### src/rtl/core/avs_pkg.sv
// ----------------------------------------------------------------------------
// avs_pkg
// Shared types and constants for the ascending value sorter: the value
// width and the command and status bundles between controller and datapath.
// ----------------------------------------------------------------------------
package avs_pkg;

    // width of one value
    localparam int VALUE_W = 32;

    // commands from the controller to the datapath
    typedef struct packed {
        logic insert;   // take s_value into the sorted cell chain
        logic shift;    // move the chain one place towards the head
    } cmd_t;

    // status from the datapath to the controller
    typedef struct packed {
        logic last_one; // exactly one value still held
    } sts_t;

endpackage

### src/rtl/core/avs_ctrl.sv
// ----------------------------------------------------------------------------
// avs_ctrl
// Controller for the ascending value sorter: collects beats up to the last,
// then streams the sorted set out one beat per cycle while m_ready is high.
// ----------------------------------------------------------------------------
module avs_ctrl (
    input  logic           aclk,
    input  logic           aresetn,
    input  logic           s_valid,
    output logic           s_ready,
    input  logic           s_last,
    output logic           m_valid,
    input  logic           m_ready,
    output avs_pkg::cmd_t  cmd,
    input  avs_pkg::sts_t  sts
);

    localparam logic ST_COLLECT = 1'b0;
    localparam logic ST_EMIT    = 1'b1;

    logic state_reg;
    logic state_next;

    // state register
    always_ff @(posedge aclk) begin
        if (!aresetn) begin
            state_reg <= ST_COLLECT;
        end else begin
            state_reg <= state_next;
        end
    end

    // next state and commands
    always_comb begin
        state_next = state_reg;
        s_ready    = 1'b0;
        m_valid    = 1'b0;
        cmd        = '0;
        unique case (state_reg)
            ST_COLLECT: begin
                s_ready    = 1'b1;
                cmd.insert = s_valid;
                if (s_valid && s_last) begin
                    state_next = ST_EMIT;
                end
            end
            ST_EMIT: begin
                m_valid   = 1'b1;
                cmd.shift = m_ready;
                if (m_ready && sts.last_one) begin
                    state_next = ST_COLLECT;
                end
            end
            default: begin
                state_next = ST_COLLECT;
            end
        endcase
    end

endmodule

### src/rtl/core/avs_dpath.sv
// ----------------------------------------------------------------------------
// avs_dpath
// Datapath for the ascending value sorter: a chain of compare-and-insert
// cells kept in ascending order, a fill count and a dropped-value flag.
// ----------------------------------------------------------------------------
module avs_dpath #(
    parameter int MAX_COUNT = 32
) (
    input  logic                               aclk,
    input  logic                               aresetn,
    input  avs_pkg::cmd_t                      cmd,
    output avs_pkg::sts_t                      sts,
    input  logic signed [avs_pkg::VALUE_W-1:0] s_value,
    output logic signed [avs_pkg::VALUE_W-1:0] m_sorted_value,
    output logic                               m_final_res,
    output logic                               m_overflow
);

    localparam int CNT_W = $clog2(MAX_COUNT + 1);

    logic signed [avs_pkg::VALUE_W-1:0] cell_reg [MAX_COUNT];
    logic [CNT_W-1:0]                   fill_reg;
    logic [CNT_W-1:0]                   fill_next;
    logic                               dropped_reg;
    logic                               dropped_next;
    logic                               full;
    logic [MAX_COUNT-1:0]               ins;

    assign full = (fill_reg == CNT_W'(MAX_COUNT));

    // insert position: first cell that is empty or holds a greater value
    for (genvar i = 0; i < MAX_COUNT; i++) begin : g_cell
        assign ins[i] = !full &&
                        ((fill_reg <= CNT_W'(i)) || (s_value < cell_reg[i]));

        // each cell keeps, takes the new value, or takes its neighbour
        always_ff @(posedge aclk) begin
            if (cmd.insert) begin
                if (i > 0 && ins[(i > 0) ? i - 1 : 0]) begin
                    cell_reg[i] <= cell_reg[(i > 0) ? i - 1 : 0];
                end else if (ins[i]) begin
                    cell_reg[i] <= s_value;
                end
            end else if (cmd.shift) begin
                if (i < MAX_COUNT - 1) begin
                    cell_reg[i] <= cell_reg[(i < MAX_COUNT - 1) ? i + 1 : i];
                end
            end
        end
    end

    // fill count and dropped flag
    always_comb begin
        fill_next    = fill_reg;
        dropped_next = dropped_reg;
        if (cmd.insert) begin
            if (full) begin
                dropped_next = 1'b1;
            end else begin
                fill_next = fill_reg + CNT_W'(1);
            end
        end else if (cmd.shift) begin
            fill_next = fill_reg - CNT_W'(1);
            if (fill_reg == CNT_W'(1)) begin
                dropped_next = 1'b0;
            end
        end
    end

    always_ff @(posedge aclk) begin
        if (!aresetn) begin
            fill_reg    <= '0;
            dropped_reg <= 1'b0;
        end else begin
            fill_reg    <= fill_next;
            dropped_reg <= dropped_next;
        end
    end

    // head of the chain is the next result beat
    assign sts.last_one    = (fill_reg == CNT_W'(1));
    assign m_sorted_value  = cell_reg[0];
    assign m_final_res     = sts.last_one;
    assign m_overflow      = dropped_reg;

endmodule

### src/rtl/core/ascending_value_sorter_top.sv
// ----------------------------------------------------------------------------
// ascending_value_sorter_top
// Sorts a set of signed values into ascending order as they arrive and
// streams the set out when the beat flagged last has been taken.
//
//   channel   direction  payload                                 handshake
//   s_        in         s_value[31:0] signed, s_last            s_valid/s_ready
//   m_        out        m_sorted_value[31:0] signed,            m_valid/m_ready
//                        m_final_res, m_overflow
//
// Collecting takes one input beat per cycle: each value drops into its place
// in the compare-and-insert cell chain in the cycle it is accepted.
// The held values are then emitted from the head of the chain at one result
// beat per cycle while m_ready is high; no input is taken until the final beat has gone.
// Beats past MAX_COUNT are dropped and the set's results carry m_overflow.
// Reset clears the fill count, the overflow flag and the controller state.
// m_ready low simply holds the current result beat.
// ----------------------------------------------------------------------------
module ascending_value_sorter_top #(
    parameter int MAX_COUNT = 32
) (
    input  logic                               aclk,
    input  logic                               aresetn,
    input  logic                               s_valid,
    output logic                               s_ready,
    input  logic signed [avs_pkg::VALUE_W-1:0] s_value,
    input  logic                               s_last,
    output logic                               m_valid,
    input  logic                               m_ready,
    output logic signed [avs_pkg::VALUE_W-1:0] m_sorted_value,
    output logic                               m_final_res,
    output logic                               m_overflow
);

    avs_pkg::cmd_t cmd;
    avs_pkg::sts_t sts;

    // controller
    avs_ctrl u_ctrl (
        .aclk    (aclk),
        .aresetn (aresetn),
        .s_valid (s_valid),
        .s_ready (s_ready),
        .s_last  (s_last),
        .m_valid (m_valid),
        .m_ready (m_ready),
        .cmd     (cmd),
        .sts     (sts)
    );

    // datapath
    avs_dpath #(
        .MAX_COUNT (MAX_COUNT)
    ) u_dpath (
        .aclk           (aclk),
        .aresetn        (aresetn),
        .cmd            (cmd),
        .sts            (sts),
        .s_value        (s_value),
        .m_sorted_value (m_sorted_value),
        .m_final_res    (m_final_res),
        .m_overflow     (m_overflow)
    );

endmodule
### config.mk
export PLATFORM = sky130hd
export DESIGN_NAME = ascending_value_sorter_top
export DESIGN_NICKNAME = d
export VERILOG_FILES = /design/src/rtl/core/avs_pkg.sv /design/src/rtl/core/avs_ctrl.sv /design/src/rtl/core/avs_dpath.sv /design/src/rtl/core/ascending_value_sorter_top.sv
export SDC_FILE = /design/constraint.sdc
export NUM_CORES = 2
export LEC_CHECK = 0
export BUFFER_PORTS_ARGS = -buffer_cell sky130_fd_sc_hd__buf_2
export CAP_MARGIN = 20
export CORE_ASPECT_RATIO = 0.6
export CORE_MARGIN = 5
export CORE_UTILIZATION = 45
export DETAILED_ROUTE_END_ITERATION = 8
export HOLD_SLACK_MARGIN = 0.05
export PLACE_DENSITY = 0.65
export SLEW_MARGIN = 30
export SYNTH_ARGS = -nofsm -noshare
export SYNTH_HDL_FRONTEND = slang
export SYNTH_SLANG_ARGS = --single-unit
### constraint.sdc
create_clock -name aclk -period 6.15 [get_ports aclk]
set_input_delay 0.615 -clock aclk [delete_from_list [all_inputs] [get_ports aclk]]
set_output_delay 0.615 -clock aclk [all_outputs]
set_load 0.05 [all_outputs]
# Word-level counts from Yosys, hierarchy flattened
# Memories as Yosys holds them, arrays and structs flattened.
# Index checks and enable logic that the tools add are counted.
word_totals:
  ff_bits: 8
  out_inout_bits: 36
  mem_count: 1
  ramBits: 1024
memory_table:
  columns: ["memory", "depth", "width", "rd", "rd_ports_with_merged_regs", "wr", "line", "text"]
  rows:
  - ["u_dpath.cell_reg", 32, 32, 32, 0, 32, "avs_dpath.sv:21", "logic signed [avs_pkg::VALUE_W-1:0] cell_reg [MAX_COUNT];"]
op_classes:
  order_cmp: 64
  n_eq_ne: 4
  n_reduce_logical: 71
  n_bitwise: 63
  n_addsub: 2
  mux: 266
ops:
  columns: ["cell", "n"]
  rows:
  - ["32-bit 2-to-1 mux", 62]
  - ["32-bit less-than comparator", 32]
  - ["1-bit 2-to-1 mux", 200]
  - ["6-bit by 5-bit <= comparator with 1-bit output (second input constant)", 16]
  - ["1-bit bitwise OR", 62]
  - ["6-bit by 4-bit <= comparator with 1-bit output (second input constant)", 8]
  - ["1-bit logical AND", 34]
  - ["1-bit logical OR", 32]
  - ["6-bit by 3-bit <= comparator with 1-bit output (second input constant)", 4]
  - ["6-bit 2-to-1 mux", 3]
  - ["6-bit by 1-bit <= comparator with 1-bit output (second input constant)", 2]
  - ["6-bit by 2-bit <= comparator with 1-bit output (second input constant)", 2]
  - ["6-bit by 1-bit adder with 6-bit output (second input constant)", 1]
  - ["6-bit by 1-bit equality test with 1-bit output (second input constant)", 1]
  - ["6-bit equality test (second input constant)", 1]
  - ["6-bit by 1-bit subtractor with 6-bit output (second input constant)", 1]
  - ["2-bit nonzero test", 2]
  - ["3-bit AND reduction", 1]
  - ["2-bit by 1-bit != test with 1-bit output (second input constant)", 1]
  - ["2-bit != test (second input constant)", 1]
  - ["1-bit one-hot mux with 2 select lines", 1]
  - ["2-bit AND reduction", 1]
  - ["1-bit logical NOT", 1]
  - ["1-bit inverter", 1]

# Logic depth before layout (Yosys ltp)
depth:
  ltp_word: 9
  depth_mapped: 13

# Modules after synthesis
# A second synthesis with hierarchy kept.
hier_totals:
  hier_cells: 8694
  area_unflattened_um2: 79691.4
modules_own_cells:
  columns: ["module", "instances", "seq_area_each_um2", "cells_per_inst", "area_per_inst_um2"]
  rows:
  - ["avs_dpath", 1, 30889.6, 8687, 79633.9]
  - ["avs_ctrl", 1, 20.0, 7, 57.6]

# Least setup slack after synthesis
# No wires, ideal clock.
synth_timing:
  path_type: "in2reg"
  start: "input port s_value[25] in the netlist's numbering"
  end: "memory u_dpath.cell_reg[0][32] in the netlist's numbering (enable)"
  setup_slack_ns: 0.416
  n_path_buf: 0
  path_stages: 9
  arrival_time_ns: 5.346
  cell_sequence: "ha_1 a21o_1 a221o_1 a21oi_1 o211ai_1 a21oi_1 mux2_2 o21ai_0 a21o_1"
synth_lines:
  columns: ["element", "line", "text"]
  rows:
  - ["start, declared", "ascending_value_sorter_top.sv:26", "input logic signed [avs_pkg::VALUE_W-1:0] s_value,"]
  - ["end, declared", "avs_dpath.sv:21", null]

==> summary.txt <==
Placed design
  – PortBufs: 72
  – Routability cong.: 1.02
  – Detail Placement HPWL: 255,000 um

Timing
  – Worst-Margin Slew: 1.12 ns
  – Achievable Freq: 0.205 GHz
  – Post-route clock period utilization: 0.793
  – Final Hold Vio Count: 0
  – Final Max Slew Viols: 0
  – Unrepaired setup endpoints after global routing: no
  – Final min period: 4.88 ns
  – Fin Clk Skew: 0.0367 ns
  – Final Setup Violations: 0
  – Setup_tns: 0 ns
  – Worst slew margin: 0.249

Layout
  – Layout net count: 9,247
  – Most frequent cells in the layout: 1,024 x edfxtp_1, 1,014 x inv_1, 996 x ha_1
  – Largest register FFs: 1,024
  – Area Growth Syn to Fin: 8.98%
  – Share of cells above drive strength 1: 0.0755
  – Area of the multi-input gates: 0.0411 mm^2
  – Fill cells: 15,998
  – Most common cell after layout, fill and taps aside: edfxtp_1
  – Reg area: 0.0309 mm^2

Die
  – Core Box Area: 0.173 mm^2
  – Die area: 0.182 mm^2
  – Chip height: 333 um
  – # rows: 118
  – I/O Pins: 73
  – Die width: 548 um
  – Initial Util: 0.453

Setup path
  – R2R depth: 8
  – WP data required: 6.62 ns
  – Highest fanout seen on the critical path: 21
  – Reg2Reg Setup Slack: 1.27 ns
  – Critical Path AT: 5.34 ns
  – CP startpoint: u_dpath.fill_reg[2]$_SDFFE_PN0P_
  – Startpoint types: register
  – Worst R2R End: u_dpath.cell_reg[1][376]$_DFFE_PP_
  – Reg2reg start: u_dpath.fill_reg[2]$_SDFFE_PN0P_
  – CP Capture Point: u_dpath.cell_reg[1][376]$_DFFE_PP_
  – Type of the worst setup path: reg -> reg
  – CP Capture Type: register

Yosys
  – Post-synthesis cell type count: 85
  – Ys flop type: edfxtp_1
  – Number of flops mapped to enable cells by yosys: 1,024
  – Fraction of registers with async set/reset: 0
  – Area of the mapped netlist: 0.0781 mm^2
  – Syn Area/Cell: 9.30 um^2
  – Seq/Total Area, Yosys: 0.396
  – Gate Count Post-Synth: 8,394
  – Total number of yosys warnings: 0
  – Synth Net Count: 9,427
  – Synthesized flop and latch total: 1,032

Global route
  – Busiest layer in global routing: met1
  – Vias in the first global route: 65,728
  – Largest net degree at the start of global routing: 157
  – Met1 usage: 0.569
  – Global routing usage on met3: 0.196
  – Tot GR Track Use: 0.360
  – Met2 usage: 0.405
  – GRT Residual Overflow: 0
  – Initial antenna violation count: 24
  – First-pass GRT wire length: 483,000 um

CTS
  – H-Tree Depth: 3
  – Clock latency on the worst-skew pair: 0.77 ns
  – Clock transition at path regs: 0.07 ns
  – CTS max path bufs: 3
  – CTS root buf: clkbuf_16
  – CTS buffer count: 108
  – Postcts setup bufs: 0
  – Resized Gates After CTS: 0
  – Hold bufs inserted after CTS: 0
  – CTS tree: done
  – CTS Sinks: 1,032

Routing
  – Initial DRC count: 12,372
  – Total number of vias: 73,651
  – # DRC: 1
  – Post-route ant nets: 0
  – Post-DR wirelength/cell: 32.4 um
  – Vias per cell: 6.95
  – Final wirelength: 344,000 um
  – DRT Pass-1 Iters: 9

Run status
  – Failing checks: DRC
  – Outcome: finished with violations

Flow run
  – Max-cap violations: 0

Pwr
  – Pwr Total: 0.0411 W
  – Lkg Pwr: 36.0 nW
  – Peak supply drop: 0.000266 V
  – Cell Pwr Density: 483 mW/mm^2

Min path
  – Hold crit path type: in -> reg
[worst max-delay path: stages, from the launching register on]
cell,delay (ns)
dfxtp_1,0.83
nor2_1,0.45
nand4b_1,0.22
buf_4,0.32
and2_2,0.93
nand3_1,0.90
buf_4,0.44
o21ai_0,0.32
a22oi_1,0.12
[logic make-up after synthesis]
kind of cell	after synthesis	share of synthesized area
buffers and inverters	1670	0.0826
AO/OA/AOI/OAI	2670	0.234
multiplexers	108	0.0144
AND/OR/NAND/NOR	1912	0.113
adder cells (fa/ha/maj)	996	0.160
XOR/XNOR	6	0.000673
flip-flops	1032	0.396
[final cells by class]
cell class	count	share of cell area
diodes	18	0.000529
clock buffers	127	0.0336
clock inverters	75	0.00757
inverters	1014	0.0447
multi-input cells	5692	0.482
flip-flops and latches	1032	0.363
well taps	2280	0.0335
repair buffers	366	0.0346
[worst min path at each step]
stage | startpoint | end | depth (start not counted)
3_3_place_gp | u_dpath.cell_reg[1][477]$_DFFE_PP_ | u_dpath.cell_reg[1][509]$_DFFE_PP_ | 1
3_5_place_dp | u_dpath.cell_reg[1][451]$_DFFE_PP_ | u_dpath.cell_reg[1][483]$_DFFE_PP_ | 1
6_report | aresetn | u_dpath.fill_reg[4]$_SDFFE_PN0P_ | 2
2_1_floorplan | u_dpath.cell_reg[1][480]$_DFFE_PP_ | u_dpath.cell_reg[1][448]$_DFFE_PP_ | 2
5_1_grt | aresetn | u_dpath.fill_reg[5]$_SDFFE_PN0P_ | 2
4_1_cts | aresetn | u_dpath.fill_reg[0]$_SDFFE_PN0P_ | 2
[synthesized netlist by cell type (all sizes together), types with 21 or more instances]
cell type	n	area, um^2
a211o	21	184
a211oi	45	343
a21o	71	533
a21oi	404	2030
a221o	266	2660
a221oi	22	193
a22oi	224	1680
a31oi	287	1800
and3	29	181
and4	23	201
buf	103	573
clkbuf	553	2080
edfxtp	1024	30700
ha	996	12500
inv	1014	3810
mux2	37	417
mux2i	71	711
nand2	527	1980
nand2b	39	244
nand3	406	2030
nand4	135	845
nor2	548	2060
nor2b	24	150
nor3	54	270
nor4	21	138
o211ai	405	3050
o21a	36	270
o21ai	601	3010
o221ai	75	657
o311ai	32	280
o31a	101	885
or3	52	325
[metal layers]
layer | share of wire | vias up | wire length, um
li1 | - | 31262 | -
met1 | 0.44 | 35882 | 152000
met3 | 0.20 | 475 | 68300
met2 | 0.33 | 6012 | 115000
met5 | 0.0012 | - | 396
met4 | 0.024 | 20 | 8430
[power breakdown]
group	internal, W	switching, W
logic	0.00615	0.0120
clock network	0.00374	0.00321
registers	0.0122	0.00372
[through the flow]
step / util / hold WS [ns] / cell area, um^2 / instances / setup slack, ns
global placement: 0.472 / 0.549 / 81500 / 10383 / 1.22
finish: 0.493 / 0.213 / 85100 / 10604 / 1.27
detailed placement: 0.473 / 0.566 / 81600 / 10384 / 1.25
global route: 0.493 / 0.204 / 85100 / 10593 / 1.41
floorplan: - / 0.522 / 78100 / 8394 / 0.416
CTS: 0.493 / 0.156 / 85100 / 10586 / 1.65
Power figures use the tool's default switching activity.
